### src/rtl/qoth_pkg.sv
// shared types and constants for the queue occupancy time histogram
// no dependencies; used by qoth_ctrl, qoth_dp and the top level
package qoth_pkg;

	localparam int LEVELS_DEF     = 64;
	localparam int COUNT_BITS_DEF = 48;

	localparam int OP_W    = 3;
	localparam int OCC_W   = 6;
	localparam int IDX_W   = 6;
	localparam int TIME_W  = 48;
	localparam int FIELD_W = 48;
	localparam int ERR_W   = 2;

	localparam logic [OCC_W-1:0] CAP_RESET = 6'd50;

	// slave tdata: event_time, accepted, bin_index, pad
	localparam int IN_DATA_W  = 56;
	localparam int IN_ACC_BIT = 48;
	localparam int IN_IDX_LSB = 49;
	// master tdata: occupancy, seven 48-bit fields, event_error
	localparam int OUT_DATA_W = 344;

	typedef enum logic [OP_W-1:0] {
		OP_ARRIVAL   = 3'd0,
		OP_DEPARTURE = 3'd1,
		OP_START     = 3'd2,
		OP_READ      = 3'd3,
		OP_RECEPTION = 3'd4
	} op_t;

	typedef enum logic [ERR_W-1:0] {
		ERR_OK        = 2'd0,
		ERR_DEP_ZERO  = 2'd1,
		ERR_FULL      = 2'd2,
		ERR_TIME_BACK = 2'd3
	} err_t;

	typedef struct packed {
		logic load;
		logic rd_en;
		logic commit;
		logic clr_en;
	} qoth_cmd_t;

	typedef struct packed {
		logic out_free;
		logic start_ok;
	} qoth_status_t;

endpackage

### src/rtl/qoth_ctrl.sv
// sequencer for the occupancy histogram: bin clearing, read, write-back
// depends on qoth_pkg
module qoth_ctrl #(
	parameter int LEVELS = qoth_pkg::LEVELS_DEF
) (
	input  logic                      clk,
	input  logic                      arst_n,
	input  logic                      s_tvalid,
	output logic                      s_tready,
	input  qoth_pkg::qoth_status_t    st,
	output qoth_pkg::qoth_cmd_t       cmd,
	output logic [$clog2(LEVELS)-1:0] clr_addr
);
	import qoth_pkg::*;

	localparam int AW = $clog2(LEVELS);
	localparam logic [AW-1:0] LAST_ADDR = AW'(LEVELS - 1);

	typedef enum logic [1:0] {
		S_CLEAR,
		S_IDLE,
		S_READ,
		S_WRITE
	} state_t;

	state_t          state_q;
	logic [AW-1:0]   clr_q;

	assign s_tready   = (state_q == S_IDLE);
	assign cmd.load   = s_tvalid && s_tready;
	assign cmd.rd_en  = (state_q == S_READ);
	assign cmd.commit = (state_q == S_WRITE) && st.out_free;
	assign cmd.clr_en = (state_q == S_CLEAR);
	assign clr_addr   = clr_q;

	always_ff @(posedge clk or negedge arst_n) begin
		if (!arst_n) begin
			state_q <= S_CLEAR;
			clr_q   <= '0;
		end else begin
			unique case (state_q)
				S_CLEAR: begin
					if (clr_q == LAST_ADDR) begin
						clr_q   <= '0;
						state_q <= S_IDLE;
					end else begin
						clr_q <= clr_q + 1'b1;
					end
				end
				S_IDLE: begin
					if (s_tvalid) begin
						state_q <= S_READ;
					end
				end
				S_READ: begin
					state_q <= S_WRITE;
				end
				S_WRITE: begin
					if (st.out_free) begin
						state_q <= st.start_ok ? S_CLEAR : S_IDLE;
					end
				end
				default: begin
					state_q <= S_IDLE;
				end
			endcase
		end
	end

	a_hold_on_backpressure: assert property (@(posedge clk) disable iff (!arst_n)
		(state_q == S_WRITE && !st.out_free) |=> (state_q == S_WRITE))
		else $error("write-back left while output register was full");

	a_sweep_ends_idle: assert property (@(posedge clk) disable iff (!arst_n)
		(state_q == S_CLEAR && clr_q == LAST_ADDR) |=> (state_q == S_IDLE && clr_q == '0))
		else $error("clearing sweep did not finish in idle");

endmodule

### config.mk
export PLATFORM = sky130hd
export DESIGN_NAME = qoth_ctrl
export DESIGN_NICKNAME = d
export VERILOG_FILES = /design/src/rtl/qoth_pkg.sv /design/src/rtl/qoth_ctrl.sv
export SDC_FILE = /design/constraint.sdc
export NUM_CORES = 1
export LEC_CHECK = 0
export BUFFER_PORTS_ARGS = -buffer_cell sky130_fd_sc_hd__buf_2
export CORE_AREA = 2 2 39 41
export CTS_BUF_LIST = sky130_fd_sc_hd__clkbuf_2 sky130_fd_sc_hd__clkbuf_4 sky130_fd_sc_hd__clkbuf_8
export DETAILED_ROUTE_END_ITERATION = 6
export DIE_AREA = 0 0 41 43
export RECOVER_POWER = 100
export SYNTH_ARGS = -nofsm -noshare
export SYNTH_HDL_FRONTEND = slang
export SYNTH_SLANG_ARGS = --single-unit
### constraint.sdc
create_clock -name clk -period 1.8 [get_ports clk]
set_clock_uncertainty 0.15 [all_clocks]
set_input_delay 0.27 -clock clk [delete_from_list [all_inputs] [get_ports clk]]
set_output_delay 0.27 -clock clk [all_outputs]
set_load 0.005 [all_outputs]
* Yosys cells after proc, flatten, opt, wreduce, memory -nomap -nowiden
Cells that the tools add are included.
Operators by class: $add $sub $neg 1, equality and inequality tests 7, muxes and demuxes 6, reductions and logical operators 4
Operator list (count):
- 2-bit case mux with 4 select lines | 1
- 6-bit by 1-bit adder with 6-bit output, second input constant | 1
- 6-bit equality test, second input constant | 1
- 2-bit 2-to-1 mux | 3
- 6-bit 2-to-1 mux | 1
- 2-bit equality test, second input constant | 2
- 2-bit inequality test, second input constant | 2
- 3-bit AND reduction | 1
- 2-bit by 1-bit equality test with 1-bit output, second input constant | 1
- 1-bit logical AND | 2
- 2-bit logical NOT | 1
- 2-bit by 1-bit inequality test with 1-bit output, second input constant | 1
- 1-bit 2-to-1 mux | 1
Storage, ports and cells: bits in registers 8, input port bits 5, output and inout bits 11, word-level logic and storage cells 20

* Depth between registers and ports, before layout
Gate-level depths: netlist (run 1).
depth in word-level cells 3, mapped depth 6, gate-level depth less buffers 5

* Least setup slack after synthesis (run 1)
Ideal clock, no wire load.
path type register to register, start register state_q[0], end register clr_q[5], in the netlist clr_addr[5], setup time 128 ps, arrival time 1232 ps, data required time 1522 ps, slack 289 ps, cell stages (with the launch flop) 7, path buffers 1, clock period less this slack 1511 ps, path through dfrtp_1 -> inv_1 -> ha_1 -> buf_2 -> nand4_1 -> o21ai_0 -> o31ai_1
RTL lines:
- start, declared | RTL line qoth_ctrl.sv:26 | state_t state_q;
- start signal, assigned | RTL line qoth_ctrl.sv:60 | state_q <= st.start_ok ? S_CLEAR : S_IDLE;
- end signal, assigned | RTL line qoth_ctrl.sv:47 | clr_q <= clr_q + 1'b1;
- end, declared | RTL line qoth_ctrl.sv:27 | logic [AW-1:0] clr_q;

==> results of run 1 <==
critical path, delay by kind of cell, from the launching register on:
family	cells	cell delay (ns)
DFF	1	0.40
adders and majority gates	1	0.24
buffers and inverters	2	0.23
and+or+nand+nor	1	0.16
final timing paths:
kind                          endpoint  slack [ns]
hold reg to reg            clr_addr[5]        0.38
hold / removal              state_q[0]        0.30
min in group asynchronous  clr_addr[4]        0.33
setup / recovery                cmd[3]        0.11
setup reg to reg            state_q[1]        0.19
max in group asynchronous   state_q[1]        0.86
per-stage QoR:
stage,hold slack [ns],worst slack (ns),instances,util [%],power [mW]
global route,0.324,0.00990,84,45.6,1.17
floorplan,-0.176,0.289,48,-,0.743
detailed placement,-0.0217,0.213,80,44.2,0.959
global placement,-0.0250,0.258,80,44.2,0.948
finish,0.298,0.111,84,45.6,1.05
CTS,0.244,0.0913,84,46.6,1.10
cell families after synthesis:
kind of cell	count (synthesis)	share of synthesized area [%]
AO/OA/AOI/OAI	15	24.7
XOR/XNOR	2	3.46
adder cells (fa/ha/maj)	6	14.8
buffers and inverters	7	5.43
flip-flops	8	39.5
multiplexers	1	1.98
AND/OR/NAND/NOR	9	10.1
flip-flops by register name (all words and copies together) (netlist names):
| register | cells |
|---|---|
| state_q | 2 |
| clr_addr | 6 |
synthesized netlist by cell type (all sizes together):
cell type / n / area (sq um)
a211oi: 1 / 7.51
a21oi: 2 / 10.0
a22oi: 1 / 21.3
a31o: 1 / 8.76
a31oi: 1 / 6.26
a32oi: 1 / 8.76
a41oi: 1 / 8.76
and2: 2 / 12.5
buf: 1 / 5.00
dfrtp: 8 / 200
ha: 6 / 75.1
inv: 6 / 22.5
mux2i: 1 / 10.0
nand2: 3 / 11.3
nand3: 2 / 15.0
nand4: 2 / 12.5
o211ai: 2 / 15.0
o21ai: 4 / 31.3
o31ai: 1 / 7.51
xnor2: 2 / 17.5
routing by layer:
layer	share of wire, %	vias up
met3	6.6	0
met2	49	12
met1	45	196
li1	-	215
met5	0	-
met4	0	0
what timing repair did:
action                                 4_1_cts  5_1_grt
endpoints found under the hold margin        8        0
setup buffers                                0        0
hold buffers                                 1        0
power breakdown:
| group | internal [mW] | total [mW] | switching (mW) |
|---|---|---|---|
| Clock | 0.0759 | 0.130 | 0.0546 |
| Sequential | 0.264 | 0.387 | 0.123 |
| Combinational | 0.260 | 0.533 | 0.273 |
| Total | 0.600 | 1.05 | 0.451 |
placed cells by master (no fill, tap or decap), drive strengths merged, types with 2 or more instances in the layout:
cell,n
a21oi,2
and2,2
buf,8
clkbuf,12
dfrtp,8
ha,6
inv,6
nand2,3
nand3,2
nand4,2
o211ai,2
o21ai,4
xnor2,2
final cells by class:
type | instances | area, sq um
fillers | 147 | 753
multi-input cells | 33 | 279
well taps | 16 | 20.0
flip-flops and latches | 8 | 200
repair buffers | 18 | 86.3
clock buffers | 3 | 22.5
inverters | 6 | 22.5
==> results.md, run 1 <==
### Status
* complete, no violations — outcome

### Timing
* 1.69 ns — final critical-path required period
* 0.454 ns — Worst-Margin Slew
* 0 ns — Setup TNS
* 69.7% — slew margin rel.
* 592 MHz — fmax
* 0 — final setup fails
* 93.9% — crit share post-route
* 0 — pins over their slew limit
* 0 — total count of hold-check failures in the final report
* no — unrepaired setup endpoints after global routing

### Setup path
* 0.40 ns — delay of the slowest critical-path stage
* 1.27 ns — WP data arrival
* 1.38 ns — required arrival time at the worst endpoint
* register to output port — start-to-end type of the worst setup path
* 4 — highest net fanout along the worst path
* 5 — depth of the worst register-to-register path
* state_q[1] — crit path launch
* sky130_fd_sc_hd__dfrtp_1 — cell with the biggest individual delay on the critical path
* register — Worst Setup Start Kind
* inv_1 > ha_1 > and2_1 > buf_2 — cells along the critical path
* output port — element type at the critical path end
* clr_addr[0] — r2r startpoint

### Logic synthesis
* 22 — Distinct cells, synth
* 507 sq um — mapped cell area
* 39.5% — sequential-to-total area share from yosys stat
* 10.6 sq um — average cell area after synthesis
* 8 — number of register bits inferred by synthesis
* 59 — total nets after synthesis
* 0 — Yosys warning count
* 48 — synthesized instance count

### GRT
* 0 — total grt overflow
* 13.4% — total track usage
* 421 — number of global-route vias before repair
* 21.3% — global routing usage on met2
* 1590 um — global-route wire length before repair
* 15.4% — met1 capacity usage during global routing
* 4.71% — Global Route met3 Usage
* 9 — pin count of the biggest net entering global routing
* met2 — most crowded layer after global routing
* 0 — initial antenna violation count

### Cells and area
* 24.4% — layout overhead on the synthesized area
* 81 — number of nets in the final layout
* 631 sq um — final design area excluding fillers
* 20.6% — proportion of layout cells with a drive suffix above 1
* 0 — antenna cells

### Routing
* 939 um — post-detailed-routing wire length
* 1 — violation count after the first detailed-route iteration
* 2 — number of optimization iterations in the first detailed-route pass
* 0 — total DRC errors in the routed layout
* 5.04 — detailed-route vias per instance
* 423 — routed vias
* 0 — remaining antenna violation count after routing
* 11.2 um — mean routed wirelength per cell

### Clock network
* 0.24 ns — worst-skew pair later-pin latency
* sky130_fd_sc_hd__clkbuf_4 — CTS root buf
* 0.05 ns — clock-pin slew reported for the worst setup and hold paths after clock tree synthesis
* 2 — Max Root-Sink Buffers
* 0 — number of cells upsized or downsized after cts
* done — TritonCTS clock tree
* 3 — TritonCTS buffer count
* 8 — clk sinks
* 1 — H-tree Lvls

### Floorplanning
* 36.6% — initial cell density of the core
* 14 — site row count
* 1760 sq um — area of the die
* 41 um — Die Width
* 43 um — Vert. Die Dim
* 1380 sq um — core area
* 16 — Ports

### Power
* 1670 nW/um^2 — P per Cell Area
* 0.298 nW — Static Leak
* 0.000599 V — Peak supply drop

### Place
* 0.674 — gp weighted congestion
* 612 sq um — Placed Instance Area
* 15 — Port Buffers
* 756 um — placed wire-length estimate after detailed placement

### Run
* 0 — Max Cap Violations

### Worst hold path
* input port to register — type of the tightest min-delay check
* 4 — cell depth of the worst hold path
* st[0] — startpoint of the lowest-slack hold path

No activity file was read; power rests on OpenSTA's default activity.
==> run 2: changes to the inputs <==
- PLACE_DENSITY: unset -> 0.74
- SKIP_LAST_GASP: unset -> 1
==> results.md, run 2 (synthesis gave the netlist of run 1 again) <==
### Routing
* 1010 um — post-detailed-routing wire length, +7.0%
* 0 — remaining antenna violation count after routing, unchanged
* 422 — routed vias, -0.24%
* 4 — number of optimization iterations in the first detailed-route pass, +2
* 4 — violation count after the first detailed-route iteration, +3
* 0 — total DRC errors in the routed layout, unchanged
* 12.3 um — mean routed wirelength per cell, +9.6%
* 5.15 — detailed-route vias per instance, +2.2%

### Clock network
* 3 — TritonCTS buffer count, unchanged
* 8 — clk sinks, unchanged
* 1 — H-tree Lvls, unchanged
* 2 — Max Root-Sink Buffers, unchanged
* sky130_fd_sc_hd__clkbuf_4 — CTS root buf
* 0.26 ns — worst-skew pair later-pin latency, +0.02 ns
* done — TritonCTS clock tree
* 0.06 ns — clock-pin slew reported for the worst setup and hold paths after clock tree synthesis, about the same

### Cells and area
* 82 — count of placed standard cells in the final layout, fillers left out, -2.4%
* 627 sq um — final design area excluding fillers, -0.60%
* 45.3% — final cell utilization of the core, -0.27 points
* sky130_fd_sc_hd__buf_2, sky130_fd_sc_hd__dfrtp_1, sky130_fd_sc_hd__inv_1, sky130_fd_sc_hd__clkbuf_1, sky130_fd_sc_hd__ha_1 — leading cell types in the layout, fill and taps excluded
* 25.8% — proportion of layout cells with a drive suffix above 1, +5.2 points
* sky130_fd_sc_hd__buf_2 — most common library cell in the layout ignoring fill and taps
* 140 — # fillers, -4.8%
* 23.7% — layout overhead on the synthesized area
* 79 — number of nets in the final layout, -2.5%
* 0 — antenna cells, unchanged
* 6 — flip-flop count of the largest register after layout, unchanged

### Floorplanning
* 43 um — Vert. Die Dim, unchanged
* 36.6% — initial cell density of the core, unchanged
* 16 — Ports, unchanged
* 1380 sq um — core area, unchanged
* 14 — site row count, unchanged
* 41 um — Die Width, unchanged
* 1760 sq um — area of the die, unchanged

### Power
* 0.598 mW — cell-internal power, -0.34%
* 1700 nW/um^2 — P per Cell Area, +2.0%
* 13.1% — share of total power in the clock network, +0.7 points
* 0.297 nW — Static Leak, -0.24%
* 0.467 mW — switching power, +3.7%
* 50.9% — share of total power in combinational logic, +0.2 points
* 0.000809 V — Peak supply drop, +35%
* 36.1% — Sequential Power Share, -0.7 points
* 1.06 mW — overall power of the completed layout, +1.4%
* 43.9% — switch share, +0.97 points

### GRT
* 14.2% — total track usage, +0.81 points
* 406 — number of global-route vias before repair, -3.6%
* 1620 um — global-route wire length before repair, +1.8%
* 0 — total grt overflow, unchanged
* 0 — initial antenna violation count, unchanged
* 11 — pin count of the biggest net entering global routing, +2

### Timing
* 0 — pins over their slew limit, unchanged
* 583 MHz — fmax, -1.6%
* 95.4% — crit share post-route, +1.5 points
* 0 — total count of hold-check failures in the final report, unchanged
* 0 — final setup fails, unchanged
* no — unrepaired setup endpoints after global routing
* 69.9% — slew margin rel., +0.24 points
* 1.72 ns — final critical-path required period, +0.0270 ns
* 0.0836 ns — final worst slack, -0.0270 ns
* 0.311 ns — Hold WS, +0.0134 ns
* 0 ns — Setup TNS, unchanged
* 0.451 ns — Worst-Margin Slew, -0.00355 ns

### Setup path
* inv_1 > ha_2 > clkbuf_1 — cells along the critical path
* register to output port — start-to-end type of the worst setup path
* sky130_fd_sc_hd__dfrtp_1 — cell with the biggest individual delay on the critical path
* output port — element type at the critical path end
* 1.38 ns — required arrival time at the worst endpoint, about the same
* 10 — highest net fanout along the worst path, +6
* 0.19 ns — setup slack, reg-to-reg, about the same
* 1.30 ns — WP data arrival, +0.03 ns
* clr_addr[0] — r2r startpoint
* state_q[0] — worst reg2reg path endpoint
* 5 — depth of the worst register-to-register path, unchanged
* register — Worst Setup Start Kind
* 0.40 ns — delay of the slowest critical-path stage, about the same

### Place
* 597 sq um — Placed Instance Area, -2.5%
* 78 — number of cells after detailed placement, -2.5%
* 15 — Port Buffers, unchanged
* 0.749 — gp weighted congestion, +11%
* 802 um — placed wire-length estimate after detailed placement, +6.1%
* 0.137 ns — worst slack at placement, -0.0767 ns

### Status
* complete, no violations — outcome

### Run
* 0 — Max Cap Violations, unchanged

### Worst hold path
* input port to asynchronous set/reset pin — type of the tightest min-delay check

-- run 2: cell types whose count changed in the layout (fill, tap and decap cells not counted), sizes merged --
cell / change
clkbuf: -3
buf: +1
-- run 2: worst max path at each step --
stage	from	endpoint	slack (ns)	cells after the start
2_1_floorplan	state_q[0]	clr_addr[5]	0.29	6
3_3_place_gp	clr_addr[0]	state_q[1]	0.22	5
3_5_place_dp	state_q[0]	clr_addr[5]	0.14	5
4_1_cts	state_q[1]	cmd[3]	0.07	4
5_1_grt	state_q[0]	cmd[0]	0.02	3
6_report	state_q[0]	cmd[0]	0.08	3
-- run 2: per-layer routing --
metal / GRT usage [%] / vias to the layer above / wire (um)
met4: 8.00 / 0 / 19
li1: - / 209 / -
met2: 20.3 / 19 / 458
met5: 0 / - / 0
met1: 17.0 / 191 / 448
met3: 6.28 / 3 / 79
-- run 2: power groups by stage --
stage          registers (mW)  clock network, mW  logic [mW]
5_1_grt                 0.400              0.157       0.622
4_1_cts                 0.385              0.141       0.560
2_1_floorplan           0.371                  0       0.372
3_3_place_gp            0.382                  0       0.525
6_report                0.384              0.139       0.542
3_5_place_dp            0.387                  0       0.547
-- run 2: worst max-delay path: cells and delay by family (launching register included) --
kind	cells	cell delay, ns
buffers and inverters	2	0.30
adders and majority gates	1	0.33
DFF	1	0.40
-- run 2: timing repair --
| item | 4_1_cts | 5_1_grt |
|---|---|---|
| setup endpoints to repair | 1 | 1 |
| endpoints found under the hold margin | 8 | 0 |
| setup buffers | 0 | 0 |
| gates resized for setup | 1 | 1 |
| hold buffers | 1 | 0 |
-- run 2: final cells by class --
class	instances	area [sq um]	share of cell area, %
inverter	6	22.5	3.59
sequential	8	200	31.9
tap	16	20.0	3.19
timing repair buffer	16	77.6	12.4
multi-input combinational	33	284	45.3
clock buffer	3	22.5	3.59
